`src/rtl/slfu_pkg.sv`:
```
`timescale 1ns / 1ps
`default_nettype none
// ----------------------------------------------------------------------------
// slfu_pkg
// Shared types, register codes and byte helpers of the store-to-load
// forwarding unit.
// ----------------------------------------------------------------------------
package slfu_pkg;

   localparam int ADDR_W     = 64;
   localparam int DATA_W     = 64;
   localparam int SIZE_W     = 2;
   localparam int ALIGN_W    = 6;
   localparam int CSR_ADDR_W = 3;
   localparam int CSR_DATA_W = 32;

   // register index, taken from paddr[2]
   localparam logic REG_LITTLE_ENDIAN = 1'b0;
   localparam logic REG_ALIGN_LOG2    = 1'b1;

   // access size codes
   localparam logic [SIZE_W-1:0] SIZE_1 = 2'd0;
   localparam logic [SIZE_W-1:0] SIZE_2 = 2'd1;
   localparam logic [SIZE_W-1:0] SIZE_4 = 2'd2;
   localparam logic [SIZE_W-1:0] SIZE_8 = 2'd3;

   localparam logic [7:0] BYTE_MASK = 8'hff;

   typedef struct packed {
      logic               little_endian;
      logic [ALIGN_W-1:0] alignment_log2;
   } cfg_type;

   typedef struct packed {
      logic [ADDR_W-1:0] load_addr;
      logic [SIZE_W-1:0] load_size_code;
      logic [DATA_W-1:0] load_value;
      logic [ADDR_W-1:0] store_addr;
      logic [SIZE_W-1:0] store_size_code;
      logic [DATA_W-1:0] store_value;
   } req_type;

   typedef struct packed {
      logic              overlap;
      logic              aligned_overlap;
      logic              load_inside;
      logic [DATA_W-1:0] forward_value;
      logic [DATA_W-1:0] merged_value;
   } rsp_type;

   // access size in bytes, 1 to 8
   function automatic logic [3:0] size_bytes(input logic [SIZE_W-1:0] code);
      return 4'd1 << code;
   endfunction

   // reverse the low bytes of the access; drop the bytes above it
   function automatic logic [DATA_W-1:0] swap_bytes(input logic [DATA_W-1:0] v,
                                                   input logic [SIZE_W-1:0] code);
      logic [DATA_W-1:0] r;
      r = '0;
      case (code)
         SIZE_1: r = {56'b0, v[7:0]};
         SIZE_2: r = {48'b0, v[7:0], v[15:8]};
         SIZE_4: r = {32'b0, v[7:0], v[15:8], v[23:16], v[31:24]};
         SIZE_8: r = {v[7:0], v[15:8], v[23:16], v[31:24],
                      v[39:32], v[47:40], v[55:48], v[63:56]};
         default: r = '0;
      endcase
      return r;
   endfunction

   // keep only the low bytes of the access
   function automatic logic [DATA_W-1:0] keep_bytes(input logic [DATA_W-1:0] v,
                                                   input logic [SIZE_W-1:0] code);
      logic [DATA_W-1:0] r;
      r = '0;
      case (code)
         SIZE_1: r = {56'b0, v[7:0]};
         SIZE_2: r = {48'b0, v[15:0]};
         SIZE_4: r = {32'b0, v[31:0]};
         SIZE_8: r = v;
         default: r = '0;
      endcase
      return r;
   endfunction

endpackage
`default_nettype wire

```
`src/rtl/slfu_req_if.sv`:
```
`timescale 1ns / 1ps
`default_nettype none
// ----------------------------------------------------------------------------
// slfu_req_if
// Request channel: one load/store pair per request, valid/ready handshake.
// ----------------------------------------------------------------------------
interface slfu_req_if;
   logic                                valid;
   logic                                ready;
   logic [slfu_pkg::ADDR_W-1:0]         load_addr;
   logic [slfu_pkg::SIZE_W-1:0]         load_size_code;
   logic [slfu_pkg::DATA_W-1:0]         load_value;
   logic [slfu_pkg::ADDR_W-1:0]         store_addr;
   logic [slfu_pkg::SIZE_W-1:0]         store_size_code;
   logic [slfu_pkg::DATA_W-1:0]         store_value;

   modport source (
      output valid, load_addr, load_size_code, load_value,
             store_addr, store_size_code, store_value,
      input  ready
   );

   modport sink (
      input  valid, load_addr, load_size_code, load_value,
             store_addr, store_size_code, store_value,
      output ready
   );
endinterface
`default_nettype wire

```
`src/rtl/slfu_rsp_if.sv`:
```
`timescale 1ns / 1ps
`default_nettype none
// ----------------------------------------------------------------------------
// slfu_rsp_if
// Result channel: overlap checks and forwarded/merged values.
// ----------------------------------------------------------------------------
interface slfu_rsp_if;
   logic                        valid;
   logic                        ready;
   logic                        overlap;
   logic                        aligned_overlap;
   logic                        load_inside;
   logic [slfu_pkg::DATA_W-1:0] forward_value;
   logic [slfu_pkg::DATA_W-1:0] merged_value;

   modport source (
      output valid, overlap, aligned_overlap, load_inside, forward_value, merged_value,
      input  ready
   );

   modport sink (
      input  valid, overlap, aligned_overlap, load_inside, forward_value, merged_value,
      output ready
   );
endinterface
`default_nettype wire

```
`src/rtl/slfu_csr.sv`:
```
`timescale 1ns / 1ps
`default_nettype none
// ----------------------------------------------------------------------------
// slfu_csr
// APB register file: endianness and alignment block size.
// ----------------------------------------------------------------------------
module slfu_csr (
   input  wire logic                                clock,
   input  wire logic                                reset,
   input  wire logic                                psel,
   input  wire logic                                penable,
   input  wire logic                                pwrite,
   input  wire logic [slfu_pkg::CSR_ADDR_W-1:0]     paddr,
   input  wire logic [slfu_pkg::CSR_DATA_W-1:0]     pwdata,
   output logic      [slfu_pkg::CSR_DATA_W-1:0]     prdata,
   output logic                                     pready,
   output slfu_pkg::cfg_type                        cfg
);

   logic                             little_endian_ff, little_endian_in;
   logic [slfu_pkg::ALIGN_W-1:0]     align_log2_ff, align_log2_in;
   logic                             wr_en;
   logic                             reg_sel;

   assign pready  = 1'b1;
   assign wr_en   = psel && penable && pwrite;
   assign reg_sel = paddr[2];

   always_comb begin
      little_endian_in = little_endian_ff;
      align_log2_in    = align_log2_ff;
      if (wr_en) begin
         case (reg_sel)
            slfu_pkg::REG_LITTLE_ENDIAN: little_endian_in = pwdata[0];
            slfu_pkg::REG_ALIGN_LOG2:    align_log2_in    = pwdata[slfu_pkg::ALIGN_W-1:0];
            default: ;
         endcase
      end
   end

   always_ff @(posedge clock) begin
      if (reset) begin
         little_endian_ff <= 1'b0;
         align_log2_ff    <= '0;
      end else begin
         little_endian_ff <= little_endian_in;
         align_log2_ff    <= align_log2_in;
      end
   end

   always_comb begin
      case (reg_sel)
         slfu_pkg::REG_LITTLE_ENDIAN: prdata = {31'b0, little_endian_ff};
         slfu_pkg::REG_ALIGN_LOG2:    prdata = {26'b0, align_log2_ff};
         default:                     prdata = '0;
      endcase
   end

   assign cfg.little_endian  = little_endian_ff;
   assign cfg.alignment_log2 = align_log2_ff;

endmodule
`default_nettype wire

```
`src/rtl/slfu_core.sv`:
```
`timescale 1ns / 1ps
`default_nettype none
// ----------------------------------------------------------------------------
// slfu_core
// Overlap checks, forwarding extract and byte merge for one request.
// ----------------------------------------------------------------------------
module slfu_core (
   input  slfu_pkg::req_type  req,
   input  slfu_pkg::cfg_type  cfg,
   output slfu_pkg::rsp_type  rsp
);

   logic [slfu_pkg::ADDR_W-1:0] load_end;
   logic [slfu_pkg::ADDR_W-1:0] store_end;
   logic [slfu_pkg::ADDR_W-1:0] align_mask;
   logic [slfu_pkg::ADDR_W-1:0] dist_ge;
   logic [slfu_pkg::ADDR_W-1:0] dist_lt;
   logic [3:0]                  load_bytes;
   logic [3:0]                  store_bytes;
   logic                        load_ge;
   logic                        near_ge;
   logic                        near_lt;
   logic [2:0]                  byte_dist;
   logic                        load_in_store;
   logic [slfu_pkg::DATA_W-1:0] store_image;
   logic [slfu_pkg::DATA_W-1:0] fwd_part;

   assign load_bytes  = slfu_pkg::size_bytes(req.load_size_code);
   assign store_bytes = slfu_pkg::size_bytes(req.store_size_code);
   assign load_end    = req.load_addr + 64'(load_bytes);
   assign store_end   = req.store_addr + 64'(store_bytes);
   assign align_mask  = ~64'd0 << cfg.alignment_log2;

   assign load_ge   = req.load_addr >= req.store_addr;
   assign dist_ge   = req.load_addr - req.store_addr;
   assign dist_lt   = req.store_addr - req.load_addr;
   assign near_ge   = load_ge && (dist_ge[63:3] == '0);
   assign near_lt   = !load_ge && (dist_lt[63:3] == '0);
   assign byte_dist = load_ge ? dist_ge[2:0] : dist_lt[2:0];

   assign load_in_store = (req.store_addr <= req.load_addr) && (load_end <= store_end);

   assign store_image = cfg.little_endian ? req.store_value
                      : slfu_pkg::swap_bytes(req.store_value, req.store_size_code);

   assign fwd_part = slfu_pkg::keep_bytes(store_image >> {byte_dist, 3'b000},
                                          req.load_size_code);

   always_comb begin
      rsp.overlap = ((req.load_addr <= req.store_addr) && (req.store_addr < load_end)) ||
                    ((req.store_addr <= req.load_addr) && (req.load_addr < store_end));
      rsp.aligned_overlap = ((req.load_addr ^ req.store_addr) & align_mask) == '0;
      rsp.load_inside     = load_in_store;
      // inside implies the load is at or above the store
      if (load_in_store && near_ge) begin
         rsp.forward_value = cfg.little_endian ? fwd_part
                           : slfu_pkg::swap_bytes(fwd_part, req.load_size_code);
      end else begin
         rsp.forward_value = '0;
      end
   end

   // one lane per load byte: pick the store byte that lands there, if any
   always_comb begin
      logic [3:0] idx;
      logic       take;
      rsp.merged_value = req.load_value;
      for (int p = 0; p < 8; p++) begin
         if (load_ge) begin
            idx  = {1'b0, 3'(p)} + {1'b0, byte_dist};
            take = near_ge && (idx < store_bytes) && (4'(p) < load_bytes);
         end else begin
            idx  = {1'b0, 3'(p)} - {1'b0, byte_dist};
            take = near_lt && (3'(p) >= byte_dist) && (idx < store_bytes) &&
                   (4'(p) < load_bytes);
         end
         if (take) begin
            rsp.merged_value[8*p +: 8] = store_image[{idx[2:0], 3'b000} +: 8]
                                         & slfu_pkg::BYTE_MASK;
         end
      end
   end

endmodule
`default_nettype wire

```
`src/rtl/store_load_forwarding_unit.sv`:
```
`timescale 1ns / 1ps
`default_nettype none
// ----------------------------------------------------------------------------
// store_load_forwarding_unit
// Checks a younger load against an older store and forwards/merges bytes.
//
// Requests enter on req_ch (valid/ready): load and store address, size code
// and register value. Each request yields exactly one result on rsp_ch:
// byte overlap, same aligned block, load inside store, the forwarded load
// value and the load value with the overlapping store bytes merged in.
// An accepted request passes the request register, the checks and byte
// lanes in one combinational pass, then the result register, which drives
// rsp_ch.valid. Throughput is one request per cycle; ready falls only when
// both registers hold data and the receiver stalls, and a held result
// stays stable until taken. Endianness and alignment block size are set
// through the APB port (0x0 little_endian, 0x4 alignment_log2); the user
// must write them only while the unit is empty, the unit does not enforce
// this. Synchronous reset empties both stages and clears the registers to
// big endian and a one-byte block.
// ----------------------------------------------------------------------------
module store_load_forwarding_unit (
   input  wire logic                             clock,
   input  wire logic                             reset,
   slfu_req_if.sink                              req_ch,
   slfu_rsp_if.source                            rsp_ch,
   input  wire logic                             psel,
   input  wire logic                             penable,
   input  wire logic                             pwrite,
   input  wire logic [slfu_pkg::CSR_ADDR_W-1:0]  paddr,
   input  wire logic [slfu_pkg::CSR_DATA_W-1:0]  pwdata,
   output logic      [slfu_pkg::CSR_DATA_W-1:0]  prdata,
   output logic                                  pready
);

   slfu_pkg::cfg_type cfg;
   slfu_pkg::req_type req_in, req_ff;
   slfu_pkg::rsp_type rsp_in, rsp_ff;
   logic              req_valid_ff, req_valid_in;
   logic              rsp_valid_ff, rsp_valid_in;
   logic              req_stage_ready;
   logic              rsp_stage_ready;

   slfu_csr u_csr (
      .clock   (clock),
      .reset   (reset),
      .psel    (psel),
      .penable (penable),
      .pwrite  (pwrite),
      .paddr   (paddr),
      .pwdata  (pwdata),
      .prdata  (prdata),
      .pready  (pready),
      .cfg     (cfg)
   );

   slfu_core u_core (
      .req (req_ff),
      .cfg (cfg),
      .rsp (rsp_in)
   );

   assign rsp_stage_ready = !rsp_valid_ff || rsp_ch.ready;
   assign req_stage_ready = !req_valid_ff || rsp_stage_ready;
   assign req_ch.ready    = req_stage_ready;

   always_comb begin
      req_in.load_addr       = req_ch.load_addr;
      req_in.load_size_code  = req_ch.load_size_code;
      req_in.load_value      = req_ch.load_value;
      req_in.store_addr      = req_ch.store_addr;
      req_in.store_size_code = req_ch.store_size_code;
      req_in.store_value     = req_ch.store_value;
   end

   assign req_valid_in = req_stage_ready ? req_ch.valid : req_valid_ff;
   assign rsp_valid_in = rsp_stage_ready ? req_valid_ff : rsp_valid_ff;

   always_ff @(posedge clock) begin
      if (reset) begin
         req_valid_ff <= 1'b0;
         rsp_valid_ff <= 1'b0;
      end else begin
         req_valid_ff <= req_valid_in;
         rsp_valid_ff <= rsp_valid_in;
      end
   end

   // payload: load on advance, hold otherwise
   always_ff @(posedge clock) begin
      if (req_stage_ready && req_ch.valid) begin
         req_ff <= req_in;
      end
      if (rsp_stage_ready && req_valid_ff) begin
         rsp_ff <= rsp_in;
      end
   end

   assign rsp_ch.valid           = rsp_valid_ff;
   assign rsp_ch.overlap         = rsp_ff.overlap;
   assign rsp_ch.aligned_overlap = rsp_ff.aligned_overlap;
   assign rsp_ch.load_inside     = rsp_ff.load_inside;
   assign rsp_ch.forward_value   = rsp_ff.forward_value;
   assign rsp_ch.merged_value    = rsp_ff.merged_value;

   a_fwd_needs_inside: assert property (@(posedge clock) disable iff (reset)
      (rsp_ch.valid && (rsp_ch.forward_value != '0)) |-> rsp_ch.load_inside)
      else $error("forwarded value without load inside store");

   a_empty_stage_takes: assert property (@(posedge clock) disable iff (reset)
      !req_valid_ff |-> req_ch.ready)
      else $error("request stalled with empty request stage");

   a_reset_empties: assert property (@(posedge clock)
      reset |=> !rsp_ch.valid)
      else $error("result valid right after reset");

   a_stage_feeds_result: assert property (@(posedge clock) disable iff (reset)
      (req_valid_ff && rsp_stage_ready) |=> rsp_ch.valid)
      else $error("request in flight was lost");

endmodule
`default_nettype wire

```
`src/flat_wrapper.sv`:
```
// flat-port wrapper written by rule: the top's interface ports become plain ports
module store_load_forwarding_unit_flat 
  (clock, reset, psel, penable, pwrite, paddr, pwdata, prdata, pready, req_ch_valid, req_ch_load_addr, req_ch_load_size_code, req_ch_load_value, req_ch_store_addr, req_ch_store_size_code, req_ch_store_value, req_ch_ready, rsp_ch_valid, rsp_ch_overlap, rsp_ch_aligned_overlap, rsp_ch_load_inside, rsp_ch_forward_value, rsp_ch_merged_value, rsp_ch_ready);
  slfu_req_if req_ch_i ();
  slfu_rsp_if rsp_ch_i ();
  input  wire logic clock;
  input  wire logic reset;
  input  wire logic psel;
  input  wire logic penable;
  input  wire logic pwrite;
  input  wire logic [slfu_pkg::CSR_ADDR_W-1:0] paddr;
  input  wire logic [slfu_pkg::CSR_DATA_W-1:0] pwdata;
  output logic      [slfu_pkg::CSR_DATA_W-1:0] prdata;
  output logic pready;
  input wire logic [$bits(req_ch_i.valid)-1:0] req_ch_valid;
  input wire logic [$bits(req_ch_i.load_addr)-1:0] req_ch_load_addr;
  input wire logic [$bits(req_ch_i.load_size_code)-1:0] req_ch_load_size_code;
  input wire logic [$bits(req_ch_i.load_value)-1:0] req_ch_load_value;
  input wire logic [$bits(req_ch_i.store_addr)-1:0] req_ch_store_addr;
  input wire logic [$bits(req_ch_i.store_size_code)-1:0] req_ch_store_size_code;
  input wire logic [$bits(req_ch_i.store_value)-1:0] req_ch_store_value;
  output wire logic [$bits(req_ch_i.ready)-1:0] req_ch_ready;
  output wire logic [$bits(rsp_ch_i.valid)-1:0] rsp_ch_valid;
  output wire logic [$bits(rsp_ch_i.overlap)-1:0] rsp_ch_overlap;
  output wire logic [$bits(rsp_ch_i.aligned_overlap)-1:0] rsp_ch_aligned_overlap;
  output wire logic [$bits(rsp_ch_i.load_inside)-1:0] rsp_ch_load_inside;
  output wire logic [$bits(rsp_ch_i.forward_value)-1:0] rsp_ch_forward_value;
  output wire logic [$bits(rsp_ch_i.merged_value)-1:0] rsp_ch_merged_value;
  input wire logic [$bits(rsp_ch_i.ready)-1:0] rsp_ch_ready;
  assign req_ch_i.valid = req_ch_valid;
  assign req_ch_i.load_addr = req_ch_load_addr;
  assign req_ch_i.load_size_code = req_ch_load_size_code;
  assign req_ch_i.load_value = req_ch_load_value;
  assign req_ch_i.store_addr = req_ch_store_addr;
  assign req_ch_i.store_size_code = req_ch_store_size_code;
  assign req_ch_i.store_value = req_ch_store_value;
  assign req_ch_ready = req_ch_i.ready;
  assign rsp_ch_valid = rsp_ch_i.valid;
  assign rsp_ch_overlap = rsp_ch_i.overlap;
  assign rsp_ch_aligned_overlap = rsp_ch_i.aligned_overlap;
  assign rsp_ch_load_inside = rsp_ch_i.load_inside;
  assign rsp_ch_forward_value = rsp_ch_i.forward_value;
  assign rsp_ch_merged_value = rsp_ch_i.merged_value;
  assign rsp_ch_i.ready = rsp_ch_ready;
  store_load_forwarding_unit u_core (.clock(clock), .reset(reset), .req_ch(req_ch_i), .rsp_ch(rsp_ch_i), .psel(psel), .penable(penable), .pwrite(pwrite), .paddr(paddr), .pwdata(pwdata), .prdata(prdata), .pready(pready));
endmodule
```
`config.mk`:
```
export PLATFORM = sky130hd
export DESIGN_NAME = store_load_forwarding_unit_flat
export DESIGN_NICKNAME = d
export VERILOG_FILES = /design/src/rtl/slfu_pkg.sv /design/src/rtl/slfu_req_if.sv /design/src/rtl/slfu_rsp_if.sv /design/src/rtl/slfu_csr.sv /design/src/rtl/slfu_core.sv /design/src/rtl/store_load_forwarding_unit.sv /design/src/flat_wrapper.sv
export SDC_FILE = /design/constraint.sdc
export NUM_CORES = 2
export LEC_CHECK = 0
export BUFFER_PORTS_ARGS = -buffer_cell sky130_fd_sc_hd__buf_2
export CAP_MARGIN = 0
export CORE_MARGIN = 2
export CORE_UTILIZATION = 47
export CTS_BUF_LIST = sky130_fd_sc_hd__clkbuf_8
export DETAILED_ROUTE_END_ITERATION = 6
export HOLD_SLACK_MARGIN = 0.06
export PLACE_DENSITY = 0.69
export SLEW_MARGIN = 0
export SYNTH_ARGS = -nofsm -noshare
export SYNTH_HDL_FRONTEND = slang
export SYNTH_SLANG_ARGS = --single-unit
export TNS_END_PERCENT = 5
```
`constraint.sdc`:
```
create_clock -name clock -period 8.5 [get_ports clock]
set_input_delay 1.7 -clock clock [delete_from_list [all_inputs] [get_ports clock]]
set_output_delay 1.7 -clock clock [all_outputs]
set_load 0.1 [all_outputs]
```
==> metrics.txt <==
outcome=completed; Clock Path Buffers=3; total routing usage reported by global routing=39.2%; clock latency on the worst-skew pair=0.74 ns; total chip power=7.25 mW; number of H-tree branching levels=3; Core Footprint=80400 um2; fraction of the cycle the final worst path needs=91.5%; WHS=roughly 0.52 ns; most frequently used flop master after synthesis=sky130_fd_sc_hd__edfxtp_1; via density per instance=approximately 6.5; share of the synthesized area in the top cell type=30.8%; Worst setup SP type=flip-flop; clock-pin slew of the registers on the worst-case setup and hold paths=approximately 0.070 ns; internal reg-to-reg setup slack=approximately 0.72 ns; slew at the pin with the worst max-slew slack=1.31 ns; root buffer selected by CTS=sky130_fd_sc_hd__clkbuf_8; Synth area leaders=sky130_fd_sc_hd__edfxtp_1 (31%), sky130_fd_sc_hd__ha_1 (12%), sky130_fd_sc_hd__a21oi_1 (5.1%), sky130_fd_sc_hd__mux2i_1 (4.0%), sky130_fd_sc_hd__xnor2_1 (3.8%); minimum clock period after layout=7.78 ns; die area=83400 um2; 1st-iter DRT viols=5075; endpoint class of the critical path=flip-flop; Pre-Repair DR Iteration Count=6; number of global-route vias before repair=~35000; biggest area consumer among synthesized cells=sky130_fd_sc_hd__edfxtp_1; Slew Viols, Final=0; hold violation total from the final report=0; WL per Instance=slightly below 30 um; flip-flop and latch area=11900 um2; netlist area before placement=38100 um2; initial antenna violation count=11; RSZ-0062 raised after global routing=false; share of post-route cells with drive strength above 1=17.3%; Port Buffer Count=412; count of endpoints failing setup in the final report=0; highest clock rate=0.129 GHz; Arrival @ worst endpoint=roughly 8.3 ns; wire length of the first global-routing pass=around 240 mm; power density normalized to cell area=169 nW/um2; Critical Setup Path Class=flip-flop to flip-flop; placed insts=5740; antenna-violating nets left=0; relative slew slack=11.6%; proportion of synthesized flip-flops having asynchronous set or reset=0%; largest fanout on the critical path=11; CTS sink count=400; classification of the worst-slack hold path=flip-flop to flip-flop; max-cap check violation count=0; Initial Utilization=47.4%; Post-Syn Area per Cell=~8.8 um2; global route total overflow=0; Fill cells=7582; sum of negative setup slack=0 ns; sequential element share of the synthesized area=roughly 31%; vias after detailed routing=~38000; largest net degree at the start of global routing=165; number of flops mapped to enable cells by yosys=391; total CTS buffers=70; number of resized instances in the post-cts repair step=0; worst clock skew=0.0831 ns; Chip Height=289 um; count of placed standard cells in the final layout, fillers left out=5870; total area of multi-input combinational cells=24300 um2; number of distinct standard cells referenced by the synthesized netlist=107; most frequent cells after synthesis=sky130_fd_sc_hd__a21oi_1 (391), sky130_fd_sc_hd__edfxtp_1 (391), sky130_fd_sc_hd__nor2_1 (356); buffer count from post-CTS setup fixing=0; Worst IR Drop VDD=0.117 mV; required time of the critical path=approximately 9.0 ns; TritonCTS clock tree=yes; Yosys warnings=0; Post-CTS Hold Fix Bufs=0; routability cong.=1.06; row count=104; DRC violations left=0; sum of routed wire length over all layers=169 mm; Syn-to-layout area delta=12.7%; dpl hpwl=137 mm; post-synthesis register bit count=400; leakage power total=approximately 18 nW; count of boundary I/O pins=468; Die W=roughly 290 um; synthesized instance count=around 4400; Final #Nets=5410
==> final cells by class <==
class	count	share of cell area [%]
Sequential cell	400	27.8
Multi-Input combinational cell	3491	56.7
Tap cell	1060	3.09
Clock buffer	70	2.24
Timing Repair Buffer	534	7.05
Antenna cell	7	0.0408
Inverter	255	2.23
Clock inverter	53	0.892
==> cells by family (layout without fill, tap and decap cells) <==
group / count (synthesis) / count (layout) / synth area share (%)
AO/OA/AOI/OAI: 1329 / 1329 / 22.7
AND/OR/NAND/NOR: 1326 / 1326 / 17.3
buffers and inverters: 487 / 912 / 5.27
flip-flops: 400 / 400 / 31.3
adder cells (fa/ha/maj): 360 / 360 / 11.9
multiplexers: 264 / 264 / 7.30
XOR/XNOR: 185 / 185 / 4.25
other: 2 / 34 / 0.0197
==> placed cells by master (no fill, tap or decap), types with 93 or more instances in the layout <==
cell type / Yosys / routed
sky130_fd_sc_hd__nand4_1: 138 / 138
sky130_fd_sc_hd__mux2_2: 109 / 109
sky130_fd_sc_hd__a21o_1: 111 / 111
sky130_fd_sc_hd__xnor2_1: 165 / 165
sky130_fd_sc_hd__nor2_1: 356 / 356
sky130_fd_sc_hd__buf_4: 30 / 118
sky130_fd_sc_hd__ha_1: 352 / 351
sky130_fd_sc_hd__nor3_1: 106 / 106
sky130_fd_sc_hd__a21oi_1: 391 / 389
sky130_fd_sc_hd__o21ai_0: 280 / 279
sky130_fd_sc_hd__nand2_1: 320 / 319
sky130_fd_sc_hd__nand3_1: 93 / 93
sky130_fd_sc_hd__edfxtp_1: 391 / 391
sky130_fd_sc_hd__inv_1: 251 / 272
sky130_fd_sc_hd__mux2i_1: 153 / 153
sky130_fd_sc_hd__buf_2: 34 / 412
==> sequential cells by signal (all words and copies together), names as in the netlist <==
| register | flops |
|---|---|
| u_core.req_ff | 260 |
| u_core.req_valid_ff | 1 |
| u_core.rsp_ch.aligned_overlap | 1 |
| u_core.rsp_ch.forward_value | 64 |
| u_core.rsp_ch.load_inside | 1 |
| u_core.rsp_ch.merged_value | 64 |
| u_core.rsp_ch.overlap | 1 |
| u_core.rsp_ch.valid | 1 |
| u_core.u_csr.align_log2_ff | 6 |
| u_core.u_csr.little_endian_ff | 1 |
==> power by group <==
part,leakage (nW),switching (mW),internal (mW)
combinational,13.0,2.15,0.935
sequential,3.80,0.0960,2.29
clock,0.755,0.873,0.905
==> critical path, cell delays in order (launching register included) <==
cell and delay, ns:
sky130_fd_sc_hd__edfxtp_1 0.61, sky130_fd_sc_hd__nor2_1 0.59, sky130_fd_sc_hd__ha_1 0.30, sky130_fd_sc_hd__fa_1 0.23, sky130_fd_sc_hd__a21o_1 0.13, sky130_fd_sc_hd__a21oi_1 0.15
sky130_fd_sc_hd__nor2_1 0.34, sky130_fd_sc_hd__and3_1 0.37, sky130_fd_sc_hd__nand3_1 0.25, sky130_fd_sc_hd__nor2_1 0.26, sky130_fd_sc_hd__nand4_1 0.40, sky130_fd_sc_hd__buf_4 0.32
sky130_fd_sc_hd__nor4_1 0.22, sky130_fd_sc_hd__xnor2_1 0.21, sky130_fd_sc_hd__ha_1 0.28, sky130_fd_sc_hd__nand4_1 0.14, sky130_fd_sc_hd__nor3_1 0.11, sky130_fd_sc_hd__a221oi_1 0.27
sky130_fd_sc_hd__o211ai_1 0.28, sky130_fd_sc_hd__a21oi_1 0.21, sky130_fd_sc_hd__o311ai_1 0.35, sky130_fd_sc_hd__a221oi_1 0.37, sky130_fd_sc_hd__o22ai_1 0.15, sky130_fd_sc_hd__buf_4 0.23
sky130_fd_sc_hd__or3_1 0.36, sky130_fd_sc_hd__buf_12 0.16, sky130_fd_sc_hd__a221oi_2 0.25
==> stage by stage <==
step | worst slack (ns) | util, % | area [um2]
after CTS | 0.872 | 53.4 | 42900
after floorplan | 0.296 | - | 38200
final | 0.724 | 53.4 | 42900
after detailed placement | 0.920 | 51.7 | 41600
after global routing | 0.539 | 53.4 | 42900
after global placement | 0.999 | 51.7 | 41600
==> routing by layer <==
metal | vias to the layer above | GRT usage [%] | routed length, um
met5 | - | 0 | 49
met4 | 8 | 16.2 | 7870
met3 | 364 | 8.25 | 18500
met2 | 2377 | 56.2 | 70000
met1 | 18500 | 56.8 | 72900
li1 | 17200 | - | -
==> final timing paths <==
path / cells after the start / to / start
setup reg to reg: 26 / u_core.rsp_ch.forward_value[12]$_SDFFCE_PN0P_ / u_core.req_ff[194]$_DFFE_PP_
setup / recovery: 26 / u_core.rsp_ch.forward_value[12]$_SDFFCE_PN0P_ / u_core.req_ff[194]$_DFFE_PP_
hold / removal: 2 / u_core.rsp_ch.valid$_SDFFE_PP0P_ / u_core.req_valid_ff$_SDFFE_PP0N_
hold reg to reg: 2 / u_core.rsp_ch.valid$_SDFFE_PP0P_ / u_core.req_valid_ff$_SDFFE_PP0N_
Note: power is estimated with default switching activity, not from simulation.
